===== config.mk =====
export PLATFORM = sky130hd
export DESIGN_NAME = msp_response_deframer
export DESIGN_NICKNAME = d
export VERILOG_FILES = /design/src/rtl/mspdf_pkg.sv /design/src/rtl/mspdf_parser.sv /design/src/rtl/mspdf_skid.sv /design/src/rtl/msp_response_deframer.sv
export SDC_FILE = /design/constraint.sdc
export NUM_CORES = 1
export LEC_CHECK = 0
export ABC_AREA = 1
export BUFFER_PORTS_ARGS = -buffer_cell sky130_fd_sc_hd__buf_4
export CORE_ASPECT_RATIO = 1.5
export CORE_MARGIN = 4
export CORE_UTILIZATION = 55
export CTS_BUF_LIST = sky130_fd_sc_hd__clkbuf_4 sky130_fd_sc_hd__clkbuf_8 sky130_fd_sc_hd__clkbuf_16
export DETAILED_ROUTE_END_ITERATION = 10
export PLACE_DENSITY = 0.76
export SLEW_MARGIN = 25
export SYNTH_ARGS = -nofsm -noshare
export SYNTH_HDL_FRONTEND = slang
export SYNTH_SLANG_ARGS = --single-unit
export TNS_END_PERCENT = 20

===== constraint.sdc =====
create_clock -name clk -period 3.41 [get_ports clk]
set_input_delay 0.1705 -clock clk [delete_from_list [all_inputs] [get_ports clk]]
set_output_delay 0.1705 -clock clk [all_outputs]
set_load 0.05 [all_outputs]

===== src/rtl/mspdf_pkg.sv =====
package mspdf_pkg;

  localparam int MAX_DATA_BYTES = 32;

  // byte position runs 0 .. MAX_DATA_BYTES+4
  localparam int POS_W = $clog2(MAX_DATA_BYTES + 5);
  localparam int LEN_W = 6;
  localparam int CMP_W = ((POS_W > LEN_W) ? POS_W : LEN_W) + 1;
  localparam int CFG_IDX_W = 1;
  localparam int CFG_DATA_W = 8;

  localparam logic [7:0] SYM_START  = 8'h24;
  localparam logic [7:0] SYM_LETTER = 8'h4D;
  localparam logic [7:0] SYM_DIR    = 8'h3E;

  localparam logic [LEN_W-1:0] LEN_RESET = LEN_W'(7);
  localparam logic [7:0]       CMD_RESET = 8'h6C;

  localparam logic [CFG_IDX_W-1:0] CFG_EXP_LEN = 1'b0;
  localparam logic [CFG_IDX_W-1:0] CFG_EXP_CMD = 1'b1;

  typedef enum logic [2:0] {
    ST_OK     = 3'd0,
    ST_START  = 3'd1,
    ST_LETTER = 3'd2,
    ST_DIR    = 3'd3,
    ST_SIZE   = 3'd4,
    ST_CSUM   = 3'd5,
    ST_CMD    = 3'd6
  } status_t;

  typedef struct packed {
    logic [7:0] data_byte;
    logic       data_valid;
    logic       frame_end;
    status_t    status;
  } result_t;

endpackage


===== src/rtl/mspdf_parser.sv =====
module mspdf_parser (
  input  logic                               clk,
  input  logic                               rst_n,
  input  logic                               cfg_wr_en,
  input  logic [mspdf_pkg::CFG_IDX_W-1:0]    cfg_index,
  input  logic [mspdf_pkg::CFG_DATA_W-1:0]   cfg_data,
  input  logic                               accept,
  input  logic [7:0]                         rx_byte,
  output mspdf_pkg::result_t                 res
);

  localparam int POS_W = mspdf_pkg::POS_W;
  localparam int CMP_W = mspdf_pkg::CMP_W;

  logic [mspdf_pkg::LEN_W-1:0] exp_len_r;
  logic [7:0]                  exp_cmd_r;

  logic [POS_W-1:0]    pos_r, pos_nxt;
  logic [7:0]          xor_r, xor_nxt;
  mspdf_pkg::status_t  err_r, err_nxt;
  logic [7:0]          cmd_r, cmd_nxt;

  logic [CMP_W-1:0] len_ext;
  logic [POS_W-1:0] eff_len;
  logic [POS_W-1:0] last_pos;
  logic [7:0]       size_val;

  always_ff @(posedge clk) begin
    if (!rst_n) begin
      exp_len_r <= mspdf_pkg::LEN_RESET;
      exp_cmd_r <= mspdf_pkg::CMD_RESET;
    end else if (cfg_wr_en) begin
      unique case (cfg_index)
        mspdf_pkg::CFG_EXP_LEN: exp_len_r <= cfg_data[mspdf_pkg::LEN_W-1:0];
        mspdf_pkg::CFG_EXP_CMD: exp_cmd_r <= cfg_data[7:0];
        default: ;
      endcase
    end
  end

  // clamp length to 1 .. MAX_DATA_BYTES
  always_comb begin
    len_ext = CMP_W'(exp_len_r);
    priority if (len_ext == '0) begin
      eff_len = POS_W'(1);
    end else if (len_ext > CMP_W'(mspdf_pkg::MAX_DATA_BYTES)) begin
      eff_len = POS_W'(mspdf_pkg::MAX_DATA_BYTES);
    end else begin
      eff_len = len_ext[POS_W-1:0];
    end
    last_pos = eff_len + POS_W'(4);
    size_val = 8'(eff_len - POS_W'(1));
  end

  always_comb begin
    pos_nxt = pos_r;
    xor_nxt = xor_r;
    err_nxt = err_r;
    cmd_nxt = cmd_r;
    res     = '0;
    res.status = mspdf_pkg::ST_OK;
    if (pos_r >= last_pos) begin
      res.frame_end = 1'b1;
      priority if (err_r != mspdf_pkg::ST_OK) begin
        res.status = err_r;
      end else if (xor_r != rx_byte) begin
        res.status = mspdf_pkg::ST_CSUM;
      end else if (cmd_r != exp_cmd_r) begin
        res.status = mspdf_pkg::ST_CMD;
      end else begin
        res.status = mspdf_pkg::ST_OK;
      end
      pos_nxt = '0;
      xor_nxt = '0;
      err_nxt = mspdf_pkg::ST_OK;
      cmd_nxt = '0;
    end else begin
      pos_nxt = pos_r + POS_W'(1);
      unique case (pos_r)
        POS_W'(0): begin
          if (err_r == mspdf_pkg::ST_OK && rx_byte != mspdf_pkg::SYM_START)
            err_nxt = mspdf_pkg::ST_START;
        end
        POS_W'(1): begin
          if (err_r == mspdf_pkg::ST_OK && rx_byte != mspdf_pkg::SYM_LETTER)
            err_nxt = mspdf_pkg::ST_LETTER;
        end
        POS_W'(2): begin
          if (err_r == mspdf_pkg::ST_OK && rx_byte != mspdf_pkg::SYM_DIR)
            err_nxt = mspdf_pkg::ST_DIR;
        end
        POS_W'(3): begin
          if (err_r == mspdf_pkg::ST_OK && rx_byte != size_val)
            err_nxt = mspdf_pkg::ST_SIZE;
          xor_nxt = size_val;
        end
        default: begin
          if (pos_r == POS_W'(4)) cmd_nxt = rx_byte;
          xor_nxt        = xor_r ^ rx_byte;
          res.data_byte  = rx_byte;
          res.data_valid = 1'b1;
        end
      endcase
    end
  end

  always_ff @(posedge clk) begin
    if (!rst_n) begin
      pos_r <= '0;
      xor_r <= '0;
      err_r <= mspdf_pkg::ST_OK;
      cmd_r <= '0;
    end else if (accept) begin
      pos_r <= pos_nxt;
      xor_r <= xor_nxt;
      err_r <= err_nxt;
      cmd_r <= cmd_nxt;
    end
  end

  a_pos_range: assert property (@(posedge clk) disable iff (!rst_n)
    pos_r <= POS_W'(mspdf_pkg::MAX_DATA_BYTES + 4))
    else $error("byte position past end of longest frame");

  a_end_not_data: assert property (@(posedge clk) disable iff (!rst_n)
    res.frame_end |-> !res.data_valid)
    else $error("checksum byte flagged as data");

  a_end_restart: assert property (@(posedge clk) disable iff (!rst_n)
    (accept && res.frame_end) |=> (pos_r == '0 && err_r == mspdf_pkg::ST_OK))
    else $error("frame state not cleared after checksum byte");

endmodule


===== src/rtl/mspdf_skid.sv =====
module mspdf_skid (
  input  logic               clk,
  input  logic               rst_n,
  input  logic               push,
  input  mspdf_pkg::result_t push_res,
  output logic               full,
  output logic               out_valid,
  input  logic               out_stall,
  output mspdf_pkg::result_t out_res
);

  logic               main_valid_r, main_valid_nxt;
  logic               skid_valid_r, skid_valid_nxt;
  mspdf_pkg::result_t main_r, main_nxt;
  mspdf_pkg::result_t skid_r, skid_nxt;
  logic               pop;

  assign pop       = main_valid_r && !out_stall;
  assign full      = skid_valid_r;
  assign out_valid = main_valid_r;
  assign out_res   = main_r;

  always_comb begin
    main_valid_nxt = main_valid_r;
    skid_valid_nxt = skid_valid_r;
    main_nxt       = main_r;
    skid_nxt       = skid_r;
    if (skid_valid_r) begin
      if (pop) begin
        main_nxt       = skid_r;
        skid_valid_nxt = 1'b0;
      end
    end else if (push) begin
      if (!main_valid_r || pop) begin
        main_nxt       = push_res;
        main_valid_nxt = 1'b1;
      end else begin
        skid_nxt       = push_res;
        skid_valid_nxt = 1'b1;
      end
    end else if (pop) begin
      main_valid_nxt = 1'b0;
    end
  end

  always_ff @(posedge clk) begin
    if (!rst_n) begin
      main_valid_r <= 1'b0;
      skid_valid_r <= 1'b0;
    end else begin
      main_valid_r <= main_valid_nxt;
      skid_valid_r <= skid_valid_nxt;
    end
    main_r <= main_nxt;
    skid_r <= skid_nxt;
  end

  a_skid_behind_main: assert property (@(posedge clk) disable iff (!rst_n)
    skid_valid_r |-> main_valid_r)
    else $error("skid entry held with empty output register");

  a_skid_fill: assert property (@(posedge clk) disable iff (!rst_n)
    $rose(skid_valid_r) |-> $past(main_valid_r && out_stall))
    else $error("skid filled while output register was free");

  a_no_push_full: assert property (@(posedge clk) disable iff (!rst_n)
    (skid_valid_r && !pop) |=> (skid_valid_r && $stable(skid_r)))
    else $error("skid entry lost or overwritten");

endmodule


===== src/rtl/msp_response_deframer.sv =====
// Each input transfer's result is registered in the output register, or in the skid entry while the output stalls.
// Throughput: one byte per cycle while in_stall is low; frame tracking is a position compare and an XOR.
// A two-entry output buffer lets the input take one more byte during an output stall before in_stall rises.
// Reset (rst_n, synchronous, active low) clears frame state and buffer,
// and loads expected_len = 7, expected_cmd = 0x6c.
module msp_response_deframer (
  input  logic                             clk,
  input  logic                             rst_n,
  input  logic                             cfg_wr_en,
  input  logic [mspdf_pkg::CFG_IDX_W-1:0]  cfg_index,
  input  logic [mspdf_pkg::CFG_DATA_W-1:0] cfg_data,
  input  logic                             in_valid,
  output logic                             in_stall,
  input  logic [7:0]                       in_rx_byte,
  output logic                             out_valid,
  input  logic                             out_stall,
  output logic [7:0]                       out_data_byte,
  output logic                             out_data_valid,
  output logic                             out_frame_end,
  output logic [2:0]                       out_status
);

  logic               accept;
  logic               full;
  mspdf_pkg::result_t res;
  mspdf_pkg::result_t out_res;

  assign in_stall = full;
  assign accept   = in_valid && !full;

  mspdf_parser u_parser (
    .clk       (clk),
    .rst_n     (rst_n),
    .cfg_wr_en (cfg_wr_en),
    .cfg_index (cfg_index),
    .cfg_data  (cfg_data),
    .accept    (accept),
    .rx_byte   (in_rx_byte),
    .res       (res)
  );

  mspdf_skid u_skid (
    .clk       (clk),
    .rst_n     (rst_n),
    .push      (accept),
    .push_res  (res),
    .full      (full),
    .out_valid (out_valid),
    .out_stall (out_stall),
    .out_res   (out_res)
  );

  assign out_data_byte  = out_res.data_byte;
  assign out_data_valid = out_res.data_valid;
  assign out_frame_end  = out_res.frame_end;
  assign out_status     = 3'(out_res.status);

endmodule

==> metrics <==
status=finished clean; Worst Path Max Fanout=9; critical path class=reg -> reg; adder-cell area share of the yosys netlist=0.0455; Die H=107 µm; Critical Path Sink Type=flip-flop; drt pass-1 iters=4; clock tree buffer depth=2; CP Cell Sequence=nor2_2, nand3_1, a21boi_1, ha_1, xor2_1, ha_1, nand2_1, inv_1, a21oi_2, nand3_4, inv_1, nand2_1, o211ai_1, nand2_2, nor2_1, nor2_2; largest family of logic cells by synthesized area=simple AND/OR/NAND/NOR gates; XOR/XNOR share of the synthesized area=0.0539; FF+latch count, synth=67; crit share post-route=0.822; Max-slew headroom=0.526; slowest CP cell=dfxtp_1; CP arrival=3.04 ns; Max stage delay on crit path=0.36 ns; average instance area after synthesis=7.64 µm²; first-pass GRT wire length=13.0 mm; Nets=544; Min Clock Period, post-route=2.80 ns; Hold WC Path Type=in -> reg; final hold vios=0; Final Skew=0.00793 ns; worst vdd rail ir drop=0.288 mV; # clock sinks=67; Lkg Pwr=1.83 nW; multiplexer share of the synthesized area=0; # port buffers=36; gpl congestion=0.914; Die Wd=73.8 µm; post-route design area=4140 µm²; Post-CTS Hold Buffers=0; CTS tree=done; Placed Area=3920 µm²; Antenna Cells=0; Num CTS Buffers=9; vias in the first global route=2941; initial antenna violation count=0; Post-DP HPWL=6.05 mm; layout cells sized above 1=0.161; Worst setup SP type=flip-flop; # rows=35; Ports=37; initial core utilization=0.575; pin count of the biggest net entering global routing=21; Post-Syn Area=3570 µm²; Worst-Skew Late Latency=0.35 ns; core area=6220 µm²; setup bufs post-CTS=0; count of cell types in the netlist=34; RSZ-0062 raised after global routing=no; clock root buffer=clkbuf_8; Synth top area share=0.230; area growth from synthesis to layout=15.9%; compound-cell area share of the yosys netlist=0.0809; FFs w/ async S/R, synth=0; Syn Nets=503; DRC Markers=0; routed vias=3056; setup violators final=0; MaxCap Viol Count=0; most frequent cells in the layout=nand2_1 (155), nor2_1 (56), dfxtp_1 (41); post-route ant nets=0; Initial DRC Count=125; DR WL/cell=13.3 µm; Worst-Margin Slew=0.710 ns; Worst-path clk slew=0.07 ns; Main synth FF type=dfxtp_1; FILL cells=544; H-Tree Depth=3; Final Max Tran Viols=0; number of flops mapped to enable cells by yosys=26; Routed WL=7.80 mm; gr usage total=0.213; post-synthesis simple-gate area fraction=0.319; average vias per placed instance=5.20; pwr dens=524 nW/µm²; post-synthesis sequential area ratio=0.448; Critical Path RT=3.65 ns; ranking of synthesized cells by area=dfxtp_1 (23%), edfxtp_1 (22%), nand2_1 (16%), nor2_1 (5.9%), ha_1 (4.6%); Highest Clock Rate=357 MHz; DIE AREA=7880 µm²; Yosys warning count=0; PostCTS Resize Cnt=0; grt total ovfl=0; total negative slack=0 ns; most common cell after layout, fill and taps aside=nand2_1; Synth area leader=dfxtp_1; Post-Syn Instances=468
## report_power, final
part / switching, mW / leakage (nW) / total (mW) / internal [mW]
logic: 0.326 / 1.13 / 0.496 / 0.170
registers: 0.0404 / 0.588 / 0.939 / 0.899
clock network: 0.313 / 0.106 / 0.734 / 0.421
## worst paths after layout
check,slack [ns],to,from,cells after the start
worst min-delay path,0.04,u_parser.exp_cmd_r[6],cfg_data[6],3
worst max register to register,0.61,u_parser.err_r[0],u_parser.exp_len_r[2],16
worst min register to register,0.47,u_parser.cmd_r[7],u_parser.cmd_r[7],2
worst max-delay path,0.61,u_parser.err_r[0],u_parser.exp_len_r[2],16
## registers in the layout, indices dropped and copies added (netlist names)
| register | cells |
|---|---|
| u_parser.cmd_r | 8 |
| u_skid.full | 1 |
| u_parser.pos_r | 6 |
| u_parser.exp_cmd_r | 8 |
| u_skid.out_valid | 1 |
| u_parser.exp_len_r | 6 |
| u_skid.skid_r | 13 |
| u_skid.out_res | 13 |
| u_parser.err_r | 3 |
| u_parser.xor_r | 8 |
## cells by family after synthesis
kind of cell | count (synthesis)
AND/OR/NAND/NOR | 266
buffers and inverters | 49
XOR/XNOR | 22
AO/OA/AOI/OAI | 51
adder cells (fa/ha/maj) | 13
flip-flops | 67
## synthesized netlist by cell type (8+ instances only)
| library cell | count |
|---|---|
| nor2_1 | 56 |
| edfxtp_1 | 26 |
| o21ai_0 | 12 |
| dfxtp_1 | 41 |
| nand3_1 | 26 |
| xnor2_1 | 14 |
| inv_1 | 33 |
| xor2_1 | 8 |
| nand2_1 | 155 |
| a21oi_1 | 26 |
| nor2_2 | 8 |
| ha_1 | 13 |
## cell type report
| class | instances | area, µm² | area share |
|---|---|---|---|
| Multi-Input combinational cell | 352 | 1790 | 0.432 |
| Sequential cell | 67 | 1600 | 0.387 |
| Timing Repair Buffer | 38 | 285 | 0.0689 |
| Inverter | 41 | 154 | 0.0372 |
| Clock buffer | 10 | 131 | 0.0317 |
| Tap cell | 74 | 92.6 | 0.0224 |
| Clock inverter | 6 | 88.8 | 0.0215 |
## stage by stage
step / instances / setup slack (ns) / total power [mW] / util / hold slack (ns)
after floorplan: 468 / 0.941 / 1.32 / - / 0.284
after global placement: 572 / 0.735 / 1.44 / 0.630 / 0.384
after detailed placement: 572 / 0.628 / 1.45 / 0.631 / 0.394
after CTS: 588 / 0.615 / 2.18 / 0.666 / 0.0305
after global routing: 588 / 0.362 / 2.27 / 0.666 / 0.0371
final: 588 / 0.608 / 2.17 / 0.666 / 0.0373
## worst max-delay path: cells and delay by family, from the launching register on
family / cells / cell delay [ns]
fa+ha+maj: 2 / 0.45
buf+inv: 2 / 0.27
xor+xnor: 1 / 0.14
compound gates: 3 / 0.54
flops: 1 / 0.36
simple gates: 8 / 0.92
## routing by layer
| layer | track usage | vias to the layer above | part of all wire |
|---|---|---|---|
| li1 | - | 1586 | - |
| met5 | 0 | - | 0 |
| met3 | 0.0469 | 15 | 0.039 |
| met2 | 0.391 | 64 | 0.55 |
| met1 | 0.223 | 1391 | 0.39 |
| met4 | 0.0920 | 0 | 0.024 |
No activity file was read; power rests on OpenSTA's default activity.
